$ cat config.mk
export PLATFORM = sky130hd
export DESIGN_NAME = asms_div
export DESIGN_NICKNAME = d
export VERILOG_FILES = /design/src/rtl/core/asms_pkg.sv /design/src/rtl/core/asms_div.sv
export SDC_FILE = /design/constraint.sdc
export NUM_CORES = 1
export LEC_CHECK = 0
export ABC_CLOCK_PERIOD_IN_PS = 7070
export BUFFER_PORTS_ARGS = -buffer_cell sky130_fd_sc_hd__buf_2
export CAP_MARGIN = 20
export CELL_PAD_IN_SITES_DETAIL_PLACEMENT = 0
export CELL_PAD_IN_SITES_GLOBAL_PLACEMENT = 1
export CORE_UTILIZATION = 47
export DETAILED_ROUTE_END_ITERATION = 8
export PLACE_DENSITY_LB_ADDON = 0.1
export SLEW_MARGIN = 10
export SYNTH_ARGS = -nofsm -noshare
export SYNTH_HDL_FRONTEND = slang
export SYNTH_SLANG_ARGS = --single-unit
$ cat constraint.sdc
create_clock -name i_clk -period 7.07 [get_ports i_clk]
set_clock_uncertainty 0.1 [all_clocks]
set_input_delay 0.3535 -clock i_clk [delete_from_list [all_inputs] [get_ports i_clk]]
set_output_delay 0.3535 -clock i_clk [all_outputs]
set_load 0.02 [all_outputs]
$ cat src/rtl/core/asms_pkg.sv
`default_nettype none
package asms_pkg;

    localparam int FRAC = 16;
    localparam int MW = 34;
    localparam int PW = 2 * MW;
    localparam int CFG_IDX_W = 3;
    localparam int CFG_W = 31;
    localparam int TS_W = 17;

    localparam longint PI_Q32 = 64'sd13493037705;
    localparam longint PI_Q = (PI_Q32 + (64'sd1 <<< (31 - FRAC))) >>> (32 - FRAC);
    localparam logic signed [33:0] PI_V = 34'(PI_Q);
    localparam logic signed [33:0] TWO_PI_V = 34'(2 * PI_Q);

    localparam int SQ_XW = 32 + FRAC;
    localparam int SQ_RW = (SQ_XW + 1) / 2;

    typedef enum logic [CFG_IDX_W-1:0] {
        CFG_KA   = 3'd0,
        CFG_K2   = 3'd1,
        CFG_KAL  = 3'd2,
        CFG_KMIN = 3'd3,
        CFG_MIU  = 3'd4,
        CFG_TS   = 3'd5,
        CFG_FS   = 3'd6,
        CFG_ANG  = 3'd7
    } t_cfg_idx;

    function automatic logic signed [PW-1:0] ext_w(input logic signed [31:0] v);
        return {{(PW-32){v[31]}}, v};
    endfunction

    function automatic logic signed [31:0] sat32(input logic signed [PW-1:0] v);
        if (v > $signed(PW'(64'sd2147483647))) begin
            return 32'sh7FFF_FFFF;
        end else if (v < -$signed(PW'(64'sd2147483648))) begin
            return 32'sh8000_0000;
        end else begin
            return v[31:0];
        end
    endfunction

endpackage
`default_nettype wire

$ cat src/rtl/core/asms_div.sv
`default_nettype none
module asms_div (
    input  logic               i_clk,
    input  logic               i_rst_n,
    input  logic               i_start,
    input  logic signed [32:0] i_num,
    input  logic signed [32:0] i_den,
    output logic               o_busy,
    output logic signed [31:0] o_ratio
);
    import asms_pkg::*;

    localparam int DW = 33 + FRAC;
    localparam int CW = $clog2(DW + 1);

    logic          r_busy;
    logic [CW-1:0] r_cnt;
    logic [DW-1:0] r_q;
    logic [33:0]   r_rem;
    logic [32:0]   r_den;
    logic          r_neg;
    logic signed [31:0] r_ratio;

    logic [33:0]   rem_sh;
    logic          ge;
    logic [33:0]   rem_nx;
    logic [DW-1:0] q_nx;
    logic [32:0]   num_mag;
    logic [32:0]   den_mag;
    logic signed [PW-1:0] q_ext;

    always_comb begin
        rem_sh  = {r_rem[32:0], r_q[DW-1]};
        ge      = rem_sh >= {1'b0, r_den};
        rem_nx  = ge ? (rem_sh - {1'b0, r_den}) : rem_sh;
        q_nx    = {r_q[DW-2:0], ge};
        num_mag = i_num[32] ? 33'(-i_num) : 33'(i_num);
        den_mag = i_den[32] ? 33'(-i_den) : 33'(i_den);
        q_ext   = $signed(PW'(q_nx));
    end

    always_ff @(posedge i_clk) begin
        if (!i_rst_n) begin
            r_busy <= 1'b0;
            r_cnt  <= '0;
        end else if (i_start) begin
            if (i_den == '0) begin
                r_ratio <= '0;
            end else begin
                r_busy <= 1'b1;
                r_cnt  <= CW'(DW);
            end
            r_q   <= {num_mag, {FRAC{1'b0}}};
            r_rem <= '0;
            r_den <= den_mag;
            r_neg <= i_num[32] ^ i_den[32];
        end else if (r_busy) begin
            r_q   <= q_nx;
            r_rem <= rem_nx;
            r_cnt <= r_cnt - 1'b1;
            if (r_cnt == CW'(1)) begin
                r_busy  <= 1'b0;
                r_ratio <= sat32(r_neg ? -q_ext : q_ext);
            end
        end
    end

    assign o_busy  = r_busy;
    assign o_ratio = r_ratio;
endmodule
`default_nettype wire

# Yosys cells after proc, flatten, opt, wreduce, memory -nomap -nowiden
# Cells that the tools add are included.
op_classes:
  addsub: 5
  magnitude_cmp: 3
  eq_ne: 3
  muxes: 20
  bitwise_logic: 1
  n_reduce_logical: 7
ops:
  columns: ["operator", "n"]
  rows:
  - ["2-to-1 mux 32 bit", 7]
  - ["2-to-1 mux 33 bit", 3]
  - ["2-to-1 mux 49 bit", 2]
  - ["> comparator 68 x 32 -> 1 bit (second input constant)", 1]
  - ["less-than comparator 68 x 32 -> 1 bit (second input constant)", 1]
  - ["2-to-1 mux 68 bit", 1]
  - ["negator 49 -> 68 bit", 1]
  - ["negator 33 bit", 2]
  - ["greater-or-equal comparator 34 x 33 -> 1 bit", 1]
  - ["logical NOT 33 bit", 1]
  - ["subtractor 33 bit", 1]
  - ["2-to-1 mux 6 bit", 3]
  - ["equality test 6 x 1 -> 1 bit (second input constant)", 1]
  - ["AND reduction 2 bit", 3]
  - ["subtractor 6 x 1 -> 6 bit (second input constant)", 1]
  - ["2-to-1 mux 1 bit", 4]
  - ["AND reduction 4 bit", 1]
  - ["nonzero test 2 bit", 2]
  - ["!= test 2 x 1 -> 1 bit (second input constant)", 1]
  - ["!= test 2 bit (second input constant)", 1]
  - ["bitwise XOR 1 bit", 1]
word_totals:
  ff_bits: 155
  in_bits: 69
  output_inout_bits: 33
  elab_cells: 48

# Logic depth before layout (Yosys ltp)
# Gate-level depths: netlist of the first run.
logic_depth:
  ltp_word: 9
  ltp_mapped: 24
  mapped_depth_nobuf: 21

# Worst setup path before layout of the first run
# Ideal clock, no wire load.
synth_path:
  kind: "flip-flop to flip-flop"
  from: "register r_rem[10]"
  to: "register r_ratio[10], in the netlist o_ratio[10] (data pin)"
  setup_time_ps: 165
  arrival_time_ps: 5485
  t_required_ps: 6805
  setup_slack_ps: 1319
  stages_incl_launch_ff: 23
  n_path_buf: 3
  synth_period_minus_slack_ps: 5751
  path_cell_list: "edfxtp_1 -> ha_1 -> a211o_1 -> a21oi_1 -> nand2_1 -> or3_1 -> o21ai_1 -> clkbuf_1 -> nand3_1 -> inv_2 -> buf_1 -> ha_1 -> nor3b_1 -> nand4b_1 -> or2_1 -> or4_1 -> xnor2_1 -> nor3_1 -> o31ai_1 -> a2111oi_4 -> a31oi_2 -> buf_6 -> o31ai_2"
synth_via:
  elab_chain_cells: 9
  elab_cells_between_ends: 10
  cone_classes: "1 x add/sub; 3 x order compare; 6 x mux"
synth_rtl:
  columns: ["item", "line_no", "rtl"]
  rows:
  - ["from (decl)", "asms_div.sv:19", "logic [33:0] r_rem;"]
  - ["from (signal assigned)", "asms_div.sv:59", "r_rem <= rem_nx;"]
  - ["greater-or-equal comparator 34 x 33 -> 1 bit *", "asms_div.sv:34", "ge = rem_sh >= {1'b0, r_den};"]
  - ["negator 49 -> 68 bit", "asms_div.sv:63", "r_ratio <= sat32(r_neg ? -q_ext : q_ext);"]
  - ["2-to-1 mux 68 bit *", "asms_div.sv:63", null]
  - ["less-than comparator 68 x 32 -> 1 bit", "asms_pkg.sv:37", "end else if (v < -$signed(PW'(64'sd2147483648))) begin"]
  - ["2-to-1 mux 32 bit", "asms_pkg.sv:37", null]
  - ["2-to-1 mux 32 bit *", "asms_pkg.sv:35", "if (v > $signed(PW'(64'sd2147483647))) begin"]
  - ["2-to-1 mux 32 bit *", "asms_div.sv:61", "if (r_cnt == CW'(1)) begin"]
  - ["2-to-1 mux 32 bit *", "asms_div.sv:57", "end else if (r_busy) begin"]
  - ["2-to-1 mux 32 bit *", "asms_div.sv:46", "end else if (i_start) begin"]
  - ["to (signal assigned)", "asms_div.sv:63", null]
  - ["to (decl)", "asms_div.sv:22", "logic signed [31:0] r_ratio;"]
# Every way passes the cells marked *; elsewhere a longest branch is shown, timed or not. The select of a mux whose other input is x is not followed.
# A chain may end at the register's enable or synchronous reset.

# Worst setup path after layout of the first run
layout_path:
  from: "register r_rem[10]"
  to: "register r_ratio[17], in the netlist o_ratio[17] (data pin)"
# Same word-level chain as after synthesis.

==> results of run 1 <==
through the flow:
stage | instances | setup WS [ps] | cell area [um2] | utilization | hold slack [ps]
2_1_floorplan | 1084 | 1320 | 10600 | - | 352
3_3_place_gp | 1422 | 1320 | 11300 | 0.517 | 397
3_5_place_dp | 1422 | 1110 | 11300 | 0.517 | 403
4_1_cts | 1454 | 1030 | 11900 | 0.544 | 0.668
5_1_grt | 1455 | 629 | 12000 | 0.545 | 4.14
6_report | 1455 | 1020 | 12000 | 0.545 | 12.9
power by group through the flow:
stage               clock [W]  sequential [W]  combinational, W
floorplan                   0         0.00115          0.000482
global placement            0         0.00117          0.000624
detailed placement          0         0.00117          0.000629
CTS                  0.000969         0.00115          0.000632
global route          0.00101         0.00116          0.000712
finish               0.000954         0.00115          0.000628
final cells by class:
type / instances / area [um2]
fill: 2027 / 9990
multi-input combinational: 821 / 5620
sequential: 155 / 4580
timing repair buffer: 111 / 603
clock buffer: 17 / 425
tap: 280 / 350
inverter: 56 / 210
clock inverter: 15 / 178
registers in the layout (all words and copies together) (netlist names):
signal   flops
r_neg        1
o_ratio     32
r_q         49
r_den       33
r_cnt        6
r_rem       33
o_busy       1
cell families (layout without fill, tap and decap cells):
| family | Yosys count | count (layout) | synth area share |
|---|---|---|---|
| simple gates | 350 | 350 | 0.171 |
| compound gates | 295 | 295 | 0.193 |
| flops | 155 | 155 | 0.432 |
| xor+xnor | 123 | 123 | 0.102 |
| buf+inv | 108 | 199 | 0.0409 |
| fa+ha+maj | 40 | 40 | 0.0479 |
| mux | 13 | 13 | 0.0131 |
per-layer routing:
layer / vias to the layer above / wire [um]
met1: 3941 / 12600
met2: 148 / 10700
met5: - / 0
met4: 0 / 226
li1: 4178 / -
met3: 20 / 854
how the worst max path moves through the flow:
| stage | slack [ps] | endpoint | depth (start not counted) |
|---|---|---|---|
| after floorplan | 1320 | o_ratio[10] | 22 |
| after global routing | 630 | o_ratio[17] | 21 |
| after detailed placement | 1110 | o_ratio[17] | 21 |
| after CTS | 1030 | o_ratio[17] | 21 |
| final | 1020 | o_ratio[17] | 21 |
| after global placement | 1320 | o_ratio[30] | 21 |
layout by cell type, fill, tap and decap left out, drive strengths merged, types with 20 or more instances in the layout:
master  instances
or4            20
xnor2          64
edfxtp        148
nor2b          26
nor2           72
o31ai          62
o21ai          58
nor3           23
ha             39
inv            63
xor2           59
buf           111
nand2          98
nand3          21
a21oi          94
==> run metrics, run 1 <==
status finished with violations; violations in the final reports DRC; async set-reset flop share out of synthesis 0; startpoint-to-endpoint class of the critical path flop to flop; Register-to-Register Path Depth 21; Reg power frac 0.421; number of hold-repair buffers added at the cts stage 0; latest clock arrival within the worst-skew pair between 400 and 500 ps; synthesized flop and latch total 155; fraction of layout cells with a size suffix above 1 0.168; syn_nets between 1,000 and 1,500; number of clock buffers inserted by TritonCTS 17; starting density of the core 0.483; Yosys top cell area share 0.419; power density normalized to cell area approximately 230 nW/um2; total vias in the final route between 8,000 and 9,000; leakage dissipation 4.48 nW; highest achievable clock rate approximately 170 MHz; final routed wirelength across all metal layers ~24 mm; Tightest Hold Check Type input pin to flop; drt wl/cell ~17 um; reg2reg end o_ratio[17]; slowest stage cell on the critical path nand4b_1; met1 Usage GRT 0.322; number of instances in the synthesized netlist 1,084; Core Box Area between 20,000 and 25,000 um2; Max VDD drop between 100 and 150 uV; launch point of the worst hold path i_den[0]; Die Wd between 150 and 200 um; Worst EP required ~7200 ps; Max-Slew Margin vs Limit 0.337; endpoint arrival time on the critical path around 6200 ps; post-route ant nets 0; Max Fanout on Critical Path 31; clock network fraction of design power 0.349; Max Cap Viol 0; sequential area share after synthesis 0.432; # setup viols final 0; peak per-stage delay on the critical path about 430 ps; post-CTS setup repair buffer count 0; die height 152 um; H-tree levels 4; largest net degree at the start of global routing 86; Logic pwr share 0.230; category of the worst setup path launch point flop; mean instance size in the synthesized netlist about 9.8 um2; most used standard cell by instance count after synthesis edfxtp_1; ranking of synthesized cells by area edfxtp_1 (42%), xnor2_1 (5.3%), xor2_1 (4.9%), ha_1 (4.6%), a21oi_1 (4.4%); worst hold path cell count 1; Port Buffers 101; number of enable flip-flop cells after synthesis around 150; peak-usage layer in the global routing report met2; Clock Tree Buf Depth 2; count of routing violations after the opening detailed-route iteration ~510; worst-case register-to-register setup slack ~1000 ps; end point of the most critical hold path r_den[0]; total I/O pin count between 100 and 150; Detailed Place HPWL roughly 17 mm; met2 track demand over resource 0.338; Reg clk slew, reported paths roughly 70 ps; post-synth cell types 72; count of yosys warnings during synthesis 0; GPL Wtd Cong ~0.82; most numerous cell types in the synthesized netlist edfxtp_1 (148), nand2_1 (98), a21oi_1 (94); sequence of cells on the critical path ha_1 > a211o_1 > a21oi_1 > nand2_1 > or3_1 > o21ai_1 > buf_4 > nand3_1 > inv_2 > ha_1 > nor3b_1 > nand4b_1 > or2_1 > or4_1 > xnor2_1 > nor3_1 > o31ai_1 > a2111oi_4 > a31oi_4 > buf_4 > o31ai_2; FP Rows 54; transition time of the tightest slew-check pin around 990 ps; initial antenna violation count 0; ANT cells 0; net load switching power between 0.0008 and 0.0009 W; layout-stage area growth over the synthesis result 12.9%; summed instance area of the synthesized netlist ~11,000 um2; Total Power Consumption between 0.002 and 0.003 W; Worst setup EP type flop; Layout Nets 1,271; RSZ-0062 raised after global routing false; prevailing post-synth register cell edfxtp_1; vias in the first global route 8,063; period utilisation layout 0.856; Post-Route Setup TNS 0 ps; reg2reg start r_rem[10]; die area 23,200 um2; final hold violation count 0; post-layout minimum cycle time about 6100 ps; number of max-slew violations in the final report 0; total of cells resized after clock tree synthesis 0; routed via count divided by cell count 5.70; largest delay contributor family on the critical path simple AND/OR/NAND/NOR gates; CTS tree done; cell-internal power about 0.0019 W; switching share of power 0.309; Critical Path Start r_rem[10]; count of unresolved DRC violations after routing 3; TritonCTS Sinks about 160; 1st-pass router iterations 8; cell at the root of the clock tree clkbuf_16; M3 GR Usage 0.0296; residual overflow from global routing 0; post-synthesis cell type with the largest combined area edfxtp_1; GRT Total Usage 0.219; Bufs and invs on worst path 3; global-route wire length before repair a little over 40 mm
Power figures use the tool's default switching activity.
==> run 2, diff against run 1 <==
==> constraint.sdc (replaced) <==
create_clock -name i_clk -period 7.07 [get_ports i_clk]
set_clock_uncertainty 0.1 [all_clocks]
set_input_delay 1.414 -clock i_clk [delete_from_list [all_inputs] [get_ports i_clk]]
set_output_delay 1.414 -clock i_clk [all_outputs]
set_load 0.02 [all_outputs]
==> run 2 against run 1 <==
Net effect:
- the run still ends with DRC left
- hold slack better by 400 ps
- combinational power about the same
- register-to-register slack better by 110 ps
- largest cell class unchanged
- cell count unchanged
- die area unchanged
- power down 1.5%
- routed wire length up 0.12%
- via count about the same
- clock power down 4.2%
- critical path depth unchanged
- non-clock buffer count unchanged
==> run metrics, run 2 (synthesis results as in run 1) <==
status finished with violations; violations in the final reports DRC; worst-case register-to-register setup slack 1130 ps (+110 ps); period utilisation layout 0.841 (-0.0155); RSZ-0062 raised after global routing false; TritonCTS Sinks 155 (unchanged); drt wl/cell 16.8 um (+0.12%); # setup viols final 0 (unchanged); count of routing violations after the opening detailed-route iteration 549 (+7.0%); latest clock arrival within the worst-skew pair 430 ps (about the same); Total Power Consumption 0.00269 W (-1.5%); total vias in the final route 8,293 (+0.072%); number of hold-repair buffers added at the cts stage 0 (unchanged); Die Wd 152 um (unchanged); commonest non-fill, non-tap cell in the layout edfxtp_1; Max Cap Viol 0 (unchanged); Max-Slew Margin vs Limit 0.296 (-0.0414); post-route ant nets 0 (unchanged); 1st-pass router iterations 7 (-1); Core Box Area 22,000 um2 (unchanged); ANT cells 0 (unchanged); post-layout minimum cycle time 5940 ps (-110 ps); number of clock buffers inserted by TritonCTS 17 (unchanged); global-route wire length before repair 41.2 mm (about the same); Reg clk slew, reported paths 70 ps (about the same); count of unresolved DRC violations after routing 3 (unchanged); number of max-slew violations in the final report 0 (unchanged); Detailed Place HPWL 17.2 mm (+0.28%); largest reg by FF count r_q; reg2reg start r_rem[10]; FP Rows 54 (unchanged); final hold violation count 0 (unchanged); vias in the first global route 8,081 (+0.22%); largest registers r_q (49), r_den (33), r_rem (33); max reg flops 49 (unchanged); Register-to-Register Path Depth 21 (unchanged); Max VDD drop 173 uV (+28%); die area 23,200 um2 (unchanged); most used cells in the layout excluding fill and tap cells edfxtp_1 (148), buf_2 (100), nand2_1 (98); transition time of the tightest slew-check pin 1050 ps (+59.8 ps); GRT Total Usage 0.220 (+0.000671); slowest stage cell on the critical path or4_1; layout-stage area growth over the synthesis result 12.6%; Worst EP required 7220 ps (about the same); largest net degree at the start of global routing 68 (-21%); launch point of the worst hold path r_cnt[0]; leakage dissipation 4.48 nW (-0.12%); power density normalized to cell area 225 nW/um2 (-1.2%); Port Buffers 101 (unchanged); Clock Tree Buf Depth 2 (unchanged); H-tree levels 4 (unchanged); reg2reg end o_ratio[11]; Tightest Hold Check Type flop to flop; fraction of layout cells with a size suffix above 1 0.168 (unchanged); endpoint arrival time on the critical path 6090 ps (-120 ps); Max Fanout on Critical Path 31 (unchanged); startpoint-to-endpoint class of the critical path flop to flop; total I/O pin count 102 (unchanged); routed via count divided by cell count 5.70 (about the same); CTS tree done; total of cells resized after clock tree synthesis 0 (unchanged); sequence of cells on the critical path ha_1 > a211o_1 > a21oi_1 > nand2_1 > or3_1 > o21ai_1 > buf_4 > nand3_1 > inv_2 > ha_1 > nor3b_1 > nand4b_1 > or2_1 > or4_1 > xnor2_1 > nor3_1 > o31ai_1 > a2111oi_4 > a31oi_4 > buf_4 > o31ai_2; starting density of the core 0.483 (unchanged); Post-Route Setup TNS 0 ps (unchanged); post-CTS setup repair buffer count 0 (unchanged); worst hold path cell count 2 (+1); Worst setup EP type flop; highest achievable clock rate 168 MHz (+1.8%); cell at the root of the clock tree clkbuf_16; category of the worst setup path launch point flop; GPL Wtd Cong 0.833 (+1.2%); Layout Nets 1,271 (unchanged); end point of the most critical hold path r_cnt[0]; residual overflow from global routing 0 (unchanged); die height 152 um (unchanged); initial antenna violation count 1 (+1); final routed wirelength across all metal layers 24.4 mm (+0.12%); peak per-stage delay on the critical path 430 ps (about the same)
==> run 2: cell count changes in the layout (fill, tap and decap cells not counted), sizes merged <==
cell      previous run  this run
bufinv               2         0
clkinvlp             2         0
inv                 63        64
clkinv               4         7
==> run 2: worst max-delay path, delay by kind of cell (launching register included) <==
kind	cells	cell delay, ps
adder cells (fa/ha/maj)	2	530
XOR/XNOR	1	150
AND/OR/NAND/NOR	8	2360
AO/OA/AOI/OAI	7	1600
buffers and inverters	3	600
flip-flops	1	390
==> run 2: worst max path at each step <==
stage | start | to | slack [ps] | cells past startpoint
after floorplan | r_rem[10] | o_ratio[10] | 1320 | 22
after global placement | r_rem[10] | o_ratio[30] | 1340 | 21
after detailed placement | r_rem[10] | o_ratio[10] | 1240 | 21
after CTS | r_rem[10] | o_ratio[11] | 1170 | 21
after global routing | r_rem[10] | o_ratio[30] | 670 | 21
final | r_rem[10] | o_ratio[11] | 1130 | 21
==> run 2: final cells by class <==
type | instances | area [um2]
clock inverter | 15 | 171
inverter | 56 | 210
multi-input combinational | 821 | 5620
fill | 1988 | 10000
clock buffer | 17 | 425
sequential | 155 | 4580
tap | 280 | 350
timing repair buffer | 111 | 583
==> run 2: per-layer routing <==
metal | global-route usage | vias up | wire length, um
li1 | - | 4184 | -
met1 | 0.323 | 3930 | 12600
met2 | 0.339 | 161 | 10700
met3 | 0.0344 | 16 | 894
met4 | 0.0500 | 2 | 137
met5 | 0 | - | 13
==> run 2: power breakdown <==
group | leakage (nW) | internal (W) | total (W) | switching (W)
clock network | 0.292 | 0.000477 | 0.000914 | 0.000437
logic | 2.73 | 0.000257 | 0.000629 | 0.000371
registers | 1.46 | 0.00110 | 0.00115 | 0.0000530
==> run 2: stage by stage <==
step / instance area, um2 / hold WS (ps) / worst slack (ps) / instances / utilization
after global routing: 11900 / 457 / 669 / 1455 / 0.544
after CTS: 11900 / 419 / 1170 / 1455 / 0.544
after floorplan: 10600 / 377 / 1320 / 1084 / -
after detailed placement: 11300 / 410 / 1240 / 1423 / 0.517
after global placement: 11300 / 404 / 1340 / 1423 / 0.517
final: 11900 / 416 / 1130 / 1455 / 0.544
